--- config.mk ---
export PLATFORM = sky130hd
export DESIGN_NAME = matrix_keypad_gesture_scanner
export DESIGN_NICKNAME = d
export VERILOG_FILES = /design/src/rtl/core/mkgs_pkg.sv /design/src/rtl/core/mkgs_key_cell.sv /design/src/rtl/core/matrix_keypad_gesture_scanner.sv
export SDC_FILE = /design/constraint.sdc
export NUM_CORES = 1
export LEC_CHECK = 0
export ABC_AREA = 1
export BUFFER_PORTS_ARGS = -buffer_cell sky130_fd_sc_hd__buf_2
export CORE_AREA = 3 3 192 194
export DETAILED_ROUTE_END_ITERATION = 7
export DIE_AREA = 0 0 195 197
export PLACE_DENSITY = 0.76
export SYNTH_ARGS = -nofsm -noshare
export SYNTH_HDL_FRONTEND = slang
export SYNTH_SLANG_ARGS = --single-unit
export TNS_END_PERCENT = 20
--- constraint.sdc ---
create_clock -name clk -period 4.2 [get_ports clk]
set_input_delay 0.42 -clock clk [delete_from_list [all_inputs] [get_ports clk]]
set_output_delay 0.42 -clock clk [all_outputs]
set_load 0.05 [all_outputs]
--- src/rtl/core/mkgs_pkg.sv ---
// ----------------------------------------------------------------------------
// mkgs_pkg
// Types and constants shared by the keypad gesture scanner modules.
// ----------------------------------------------------------------------------
package mkgs_pkg;

    localparam int LEVELS_W    = 4;
    localparam int KEY_NUM_W   = 5;
    localparam int GESTURE_W   = 2;
    localparam int CFG_INDEX_W = 2;
    localparam int CFG_DATA_W  = 8;

    localparam logic [3:0] RUN_MAX   = 4'd15;
    localparam logic [7:0] TICKS_MAX = 8'd255;
    localparam logic [2:0] COUNT_MAX = 3'd7;

    // register map
    localparam logic [CFG_INDEX_W-1:0] REG_DEBOUNCE   = 2'd0;
    localparam logic [CFG_INDEX_W-1:0] REG_LONG_PRESS = 2'd1;
    localparam logic [CFG_INDEX_W-1:0] REG_CLICK_GAP  = 2'd2;

    localparam logic [3:0] DEBOUNCE_RST   = 4'd3;
    localparam logic [7:0] LONG_PRESS_RST = 8'd30;
    localparam logic [7:0] CLICK_GAP_RST  = 8'd15;

    // gesture codes
    localparam logic [GESTURE_W-1:0] GEST_SINGLE = 2'd0;
    localparam logic [GESTURE_W-1:0] GEST_DOUBLE = 2'd1;
    localparam logic [GESTURE_W-1:0] GEST_LONG   = 2'd2;

    typedef enum logic [1:0] {
        PH_IDLE     = 2'd0,
        PH_PRESSED  = 2'd1,
        PH_RELEASED = 2'd2
    } phase_t;

    typedef struct packed {
        logic       stable;
        logic [3:0] run;
        phase_t     phase;
        logic [7:0] ticks;
        logic [2:0] count;
    } key_state_t;

    typedef struct packed {
        logic [3:0] debounce;
        logic [7:0] long_press;
        logic [7:0] click_gap;
    } cfg_t;

    typedef struct packed {
        logic                 valid;
        logic [GESTURE_W-1:0] gesture;
    } key_event_t;

    localparam key_state_t KEY_RST = '{
        stable: 1'b1,
        run:    4'd0,
        phase:  PH_IDLE,
        ticks:  8'd0,
        count:  3'd0
    };

endpackage

--- src/rtl/core/mkgs_key_cell.sv ---
// ----------------------------------------------------------------------------
// mkgs_key_cell
// Debounce and gesture step for one key: next state and event, no storage.
// ----------------------------------------------------------------------------
module mkgs_key_cell
    import mkgs_pkg::*;
(
    input  key_state_t cur,
    input  logic       sample,
    input  cfg_t       cfg,
    output key_state_t nxt,
    output key_event_t ev
);

    phase_t     ph;
    logic [7:0] ticks_inc;
    logic [3:0] run_inc;
    logic       stable_new;
    logic [3:0] run_new;
    logic       long_hit;
    logic       gap_hit;

    // unused phase code behaves as idle
    assign ph = (cur.phase == PH_PRESSED || cur.phase == PH_RELEASED) ? cur.phase : PH_IDLE;

    assign ticks_inc = (ph != PH_IDLE && cur.ticks < TICKS_MAX) ? cur.ticks + 8'd1 : cur.ticks;
    assign run_inc   = (cur.run < RUN_MAX) ? cur.run + 4'd1 : cur.run;

    always_comb
    begin
        stable_new = cur.stable;
        run_new    = 4'd0;
        if (cur.stable != sample)
        begin
            if (run_inc >= cfg.debounce)
            begin
                stable_new = sample;
            end
            else
            begin
                run_new = run_inc;
            end
        end
    end

    assign long_hit = (ticks_inc >= cfg.long_press);
    assign gap_hit  = (ticks_inc >= cfg.click_gap);

    // next state
    always_comb
    begin
        nxt        = cur;
        nxt.stable = stable_new;
        nxt.run    = run_new;
        nxt.ticks  = ticks_inc;
        nxt.phase  = ph;
        unique case (ph)
            PH_IDLE:
            begin
                if (!stable_new)
                begin
                    nxt.ticks = 8'd0;
                    nxt.count = 3'd1;
                    nxt.phase = PH_PRESSED;
                end
            end
            PH_PRESSED:
            begin
                if (stable_new)
                begin
                    if (long_hit)
                    begin
                        nxt.phase = PH_IDLE;
                    end
                    else
                    begin
                        nxt.ticks = 8'd0;
                        nxt.phase = PH_RELEASED;
                    end
                end
                else if (long_hit)
                begin
                    nxt.count = 3'd0;
                end
            end
            PH_RELEASED:
            begin
                if (gap_hit)
                begin
                    nxt.phase = PH_IDLE;
                end
                else if (!stable_new)
                begin
                    if (cur.count < COUNT_MAX)
                    begin
                        nxt.count = cur.count + 3'd1;
                    end
                    nxt.ticks = 8'd0;
                    nxt.phase = PH_PRESSED;
                end
            end
            default:
            begin
                nxt.phase = PH_IDLE;
            end
        endcase
    end

    // event
    always_comb
    begin
        ev.valid   = 1'b0;
        ev.gesture = GEST_SINGLE;
        unique case (ph)
            PH_IDLE:
            begin
                ev.valid = 1'b0;
            end
            PH_PRESSED:
            begin
                if (stable_new && long_hit)
                begin
                    ev.valid   = 1'b1;
                    ev.gesture = GEST_LONG;
                end
            end
            PH_RELEASED:
            begin
                if (gap_hit && cur.count == 3'd1)
                begin
                    ev.valid   = 1'b1;
                    ev.gesture = GEST_SINGLE;
                end
                else if (gap_hit && cur.count == 3'd2)
                begin
                    ev.valid   = 1'b1;
                    ev.gesture = GEST_DOUBLE;
                end
            end
            default:
            begin
                ev.valid = 1'b0;
            end
        endcase
    end

endmodule

--- src/rtl/core/matrix_keypad_gesture_scanner.sv ---
// ----------------------------------------------------------------------------
// matrix_keypad_gesture_scanner
// Keypad scanner with debounce and click, double-click, long-press detection.
// ----------------------------------------------------------------------------
// Usage:
//   in channel  : one transaction per scan tick, carrying column_levels of the
//                 row currently driven low. Rows rotate from row 0.
//   out channel : one transaction per event (key_number, gesture); last marks
//                 the final event of a tick. A tick with no event sends nothing.
//   cfg port    : cfg_write/cfg_index/cfg_data, written while idle only.
// Path: a tick's events pass through the input register, then the event
//   register of the row, on their way to the outputs.
// Throughput: one tick per cycle while no tick yields more than one event
//   and the output does not stall; a tick with more events holds the event
//   register till its last leaves, one per cycle, by the single output port.
// Reset: all keys released and idle, scan row 0, registers at their defaults.
// Stall: a stalled output holds its transaction; one further tick is still
//   taken into the input register, after which in_stall rises.
// ----------------------------------------------------------------------------
module matrix_keypad_gesture_scanner
    import mkgs_pkg::*;
#(
    parameter int ROWS    = 4,
    parameter int COLUMNS = 4
)
(
    input  logic                   clk,
    input  logic                   rst_n,
    // scan ticks
    input  logic                   in_valid,
    output logic                   in_stall,
    input  logic [LEVELS_W-1:0]    column_levels,
    // events
    output logic                   out_valid,
    input  logic                   out_stall,
    output logic [KEY_NUM_W-1:0]   key_number,
    output logic [GESTURE_W-1:0]   gesture,
    output logic                   last,
    // configuration
    input  logic                   cfg_write,
    input  logic [CFG_INDEX_W-1:0] cfg_index,
    input  logic [CFG_DATA_W-1:0]  cfg_data
);

    localparam int RW = (ROWS > 1) ? $clog2(ROWS) : 1;
    localparam int CW = (COLUMNS > 1) ? $clog2(COLUMNS) : 1;
    localparam logic [RW-1:0] ROW_LAST = RW'(ROWS - 1);

    // configuration registers
    cfg_t cfg_reg;

    // per key state, one row of keys per entry
    key_state_t state_reg [ROWS][COLUMNS];
    logic [RW-1:0] row_reg;
    logic [RW-1:0] row_next;

    // input register
    logic                in_full_reg;
    logic                in_full_next;
    logic [LEVELS_W-1:0] levels_reg;

    // event register: one slot per column of the row just processed
    logic [COLUMNS-1:0]   ev_mask_reg;
    logic [COLUMNS-1:0]   ev_mask_next;
    logic [GESTURE_W-1:0] ev_gest_reg [COLUMNS];
    logic [RW-1:0]        ev_row_reg;

    key_state_t         key_next [COLUMNS];
    key_event_t         key_ev   [COLUMNS];
    logic [COLUMNS-1:0] ev_hit;

    logic [COLUMNS-1:0] low_bit;
    logic [CW-1:0]      sel;
    logic               out_fire;
    logic               in_fire;
    logic               slot_free;
    logic               advance;

    // ------------------------------------------------------------------
    // Key cells for the current row
    // ------------------------------------------------------------------
    for (genvar c = 0; c < COLUMNS; c++)
    begin : g_col
        logic sample;
        if (c < LEVELS_W)
        begin : g_in
            assign sample = levels_reg[c];
        end
        else
        begin : g_out
            // columns beyond the input width read as pressed
            assign sample = 1'b0;
        end

        mkgs_key_cell u_cell (
            .cur    (state_reg[row_reg][c]),
            .sample (sample),
            .cfg    (cfg_reg),
            .nxt    (key_next[c]),
            .ev     (key_ev[c])
        );

        assign ev_hit[c] = key_ev[c].valid;
    end

    // ------------------------------------------------------------------
    // Output selection: lowest pending column goes first
    // ------------------------------------------------------------------
    assign low_bit = ev_mask_reg & (~ev_mask_reg + COLUMNS'(1));

    always_comb
    begin
        sel = '0;
        for (int c = COLUMNS - 1; c >= 0; c--)
        begin
            if (ev_mask_reg[c])
            begin
                sel = CW'(c);
            end
        end
    end

    assign out_valid  = |ev_mask_reg;
    assign gesture    = ev_gest_reg[sel];
    assign last       = ((ev_mask_reg & ~low_bit) == '0);
    assign key_number = KEY_NUM_W'(int'(ev_row_reg) * COLUMNS + int'(sel) + 1);

    // ------------------------------------------------------------------
    // Flow control
    // ------------------------------------------------------------------
    assign out_fire  = out_valid && !out_stall;
    assign slot_free = !out_valid || (out_fire && last);
    assign advance   = in_full_reg && slot_free;
    assign in_stall  = in_full_reg && !slot_free;
    assign in_fire   = in_valid && !in_stall;

    assign row_next     = (row_reg >= ROW_LAST) ? '0 : row_reg + RW'(1);
    assign in_full_next = in_fire ? 1'b1 : (advance ? 1'b0 : in_full_reg);

    always_comb
    begin
        ev_mask_next = ev_mask_reg;
        if (advance)
        begin
            ev_mask_next = ev_hit;
        end
        else if (out_fire)
        begin
            ev_mask_next = ev_mask_reg & ~low_bit;
        end
    end

    // ------------------------------------------------------------------
    // Registers
    // ------------------------------------------------------------------
    always_ff @(posedge clk or negedge rst_n)
    begin
        if (!rst_n)
        begin
            cfg_reg.debounce   <= DEBOUNCE_RST;
            cfg_reg.long_press <= LONG_PRESS_RST;
            cfg_reg.click_gap  <= CLICK_GAP_RST;
        end
        else if (cfg_write)
        begin
            unique case (cfg_index)
                REG_DEBOUNCE:   cfg_reg.debounce   <= cfg_data[3:0];
                REG_LONG_PRESS: cfg_reg.long_press <= cfg_data;
                REG_CLICK_GAP:  cfg_reg.click_gap  <= cfg_data;
                default:        ;
            endcase
        end
    end

    always_ff @(posedge clk or negedge rst_n)
    begin
        if (!rst_n)
        begin
            for (int r = 0; r < ROWS; r++)
            begin
                for (int c = 0; c < COLUMNS; c++)
                begin
                    state_reg[r][c] <= KEY_RST;
                end
            end
            row_reg     <= '0;
            in_full_reg <= 1'b0;
            ev_mask_reg <= '0;
        end
        else
        begin
            in_full_reg <= in_full_next;
            ev_mask_reg <= ev_mask_next;
            if (advance)
            begin
                for (int c = 0; c < COLUMNS; c++)
                begin
                    state_reg[row_reg][c] <= key_next[c];
                end
                row_reg <= row_next;
            end
        end
    end

    // payload, no reset
    always_ff @(posedge clk)
    begin
        if (in_fire)
        begin
            levels_reg <= column_levels;
        end
        if (advance)
        begin
            ev_row_reg <= row_reg;
            for (int c = 0; c < COLUMNS; c++)
            begin
                ev_gest_reg[c] <= key_ev[c].gesture;
            end
        end
    end

endmodule

==> metrics.cfg <==
[die]
initial_core_util_pct = 57.3
die_x_um = 195
die_area_um2 = 38400
die_height_um = 197
core_area_um2 = 35400
row_count = 69
io_pins = 29

[synth]
synth_top_family_by_area = simple AND/OR/NAND/NOR gates
synth_top_area_cell = dfrtp_1
synth_area_leaders = dfrtp_1 (36%), nand2_1 (20%), nand3_1 (7.5%), ha_1 (7.3%), inv_1 (4.1%)
avgSynthCellArea_um2 = 7.40
synth_commonest_cells = nand2_1 (1091), nand3_1 (305), dfrtp_1 (289)
synth_area_um2 = 20300
synth_mux_area_share_pct = 0
yosys.area_share.simple_pct = 33.0
ys_ff_latch = 329
synthXorXnorAreaFrac_pct = 1.10
netlist-cell-type-count = 58
synth_edf_count = 14
yosysMostFrequentCell = nand2_1
synth_top_flop_cell = dfrtp_1
synth_top_area_share_pct = 35.6
yosysSeqAreaShare_pct = 41.1
synthCells = 2743
async_reset_ff_share_pct = 95.7
yosysWarnings = 0
synthAdderAreaFrac_pct = 7.27
syn_nets = 2880
synth_compound_area_share_pct = 9.36

[detailed_routing]
avgViaCountPerCell = 5.78
drc = 0
drtIter0Drc = 1979
firstDrtPassIters = 8
routedWlPerCell_um = 17.8
wl_met1_um = 24500
routed.top_layer = met4
ant_nets = 0
routed_wl_um = 58400
met2_length_um = 26800
routed-wl-met3_um = 5020
vias = 18897

[global_route]
grt_pass1_vias = 18134
antenna_found_initial = 0
grtUsageTotal_pct = 28.7
grt_max_degree = 88
grt_pass1_wl_um = 91100
grt-ovfl-total = 0

[worst_setup_path]
crit_type = register to register
max_stage_delay_ps = 490
start_kind = register
cp_slowest_cell = dfrtp_4
cpMostUsedCell = nand2_1
critPathArrivalTime_ps = 4530
cp.required_ps = 4600
r2r_setup_slack_ps = 80
cp_max_fo = 21
end_kind = register

[timing]
setup-violations-final = 0
min_period_ps = 4120
fin_crit_sh_pct = 98.2
fmax_mhz = 242
slew_headroom_pct = 41.7
clock_skew_ps = 21.0
rsz0062_at_grt = true
maxSlewViolCount = 0
tightest_slew_ps = 874
finalHoldViolations = 0

[layout]
finish.utilization_pct = 64.4
fill_cells = 2976
seq_area_um2 = 8340
antenna_cells = 0
layout-drive-gt1-share_pct = 12.6
final-instance-count-excl-fill = 3270
largest_reg_flops = 288
syn_to_final_growth_pct = 12.3
multi_input_area_um2 = 10600
finalNetCount = 2918

[placement]
io_buffer_count = 28
dp_hpwl_um = 34800
place_inst = 3164
place.gp.congestion = 0.943

[clock_tree]
clk_latency_ps = 560
tritoncts = built
clkTransAtPathRegs_ps = 60
ctsLongestPathBuffers = 3
clock_sinks = 329
cts_root_buf = clkbuf_16
cts_made_buffers = 37
htree_levels = 2

[status]
status = finished, final reports clean

[job]
drv_cap = 0

[worst_hold_path]
worstHoldPathType = primary input to register

[layout by cell type, fill, tap and decap left out, types with 6 or more instances in the layout]
cell type  synthesis  final
nand2_1         1091   1079
nand3_1          305    295
dfrtp_1          289    287
inv_1            219    211
o21ai_0          146    141
ha_1             118    112
nor2_1            85     81
buf_4             18     65
a21oi_1           61     60
o21ai_1           54     59
clkbuf_16          0     44
nand4_1           36     36
buf_2             47     30
dfstp_2           26     26
inv_2             20     23
nand2_2           14     20
clkbuf_1          39     15
o211ai_1          14     14
nor2_2            12     14
edfxtp_1          14     14
xor2_1            14     13
buf_12             0     12
nand3_2            4     11
o21ai_2           12     10
nand2_4            2      8
a32oi_2            1      7
a21oi_2            5      6
nor2_4             4      6
[metal layers]
layer | global-route usage, % | vias to the layer above
met4 | 11.0 | 0
met5 | 0 | -
met3 | 4.46 | 169
li1 | - | 8919
met2 | 46.0 | 906
met1 | 39.8 | 8903
[worst max-delay path: cells and delay by family, from the launching register on]
kind	cells	cell delay, ps
compound gates	3	320
fa+ha+maj	2	460
buf+inv	9	1190
flops	1	490
simple gates	16	1460
[through the flow]
stage	TNS, ps	setup WS (ps)	instance area (um^2)	hold slack, ps
CTS	-8.06	-8.06	22000	9.86
floorplan	0	1.30	20300	124
global placement	0	27.4	20900	448
detailed placement	-2730	-84.4	20900	447
global route	-3380	-81.0	22800	23.3
finish	0	75.6	22800	33.5
[repair_timing]
item | CTS | global route
hold buffers | 1 | 0
pin swaps | 0 | 14
cloned | 0 | 9
setup buffers | 0 | 29
endpoints found under the setup margin | 107 | 212
resized for setup | 8 | 80
endpoints found under the hold margin | 69 | 0
[cell families (layout without fill, tap and decap cells)]
logic type,Yosys count,in the layout
flip-flops,329,329
buffers and inverters,369,435
AO/OA/AOI/OAI,326,326
adder cells (fa/ha/maj),118,118
AND/OR/NAND/NOR,1581,1581
XOR/XNOR,20,20
[final timing paths]
path / from / end / cells after the start
hold reg to reg: state_reg[145] / state_reg[145] / 2
setup reg to reg: row_reg[0] / state_reg[58] / 30
max in group asynchronous: rst_n / cfg_reg[0] / 3
min in group asynchronous: rst_n / state_reg[15] / 2
setup / recovery: row_reg[0] / state_reg[58] / 30
hold / removal: column_levels[0] / levels_reg[0] / 1
[cell type report]
type	count	share of cell area (%)
multi-input combinational	2045	46.3
sequential	329	36.6
timing repair buffer	125	5.51
clock buffer	57	4.61
inverter	241	4.12
tap	461	2.53
clock inverter	10	0.302
timing repair inverter	2	0.0768
Power is not shown: default switching activity piles up to over one toggle a cycle in this logic, so the estimate is an artifact.
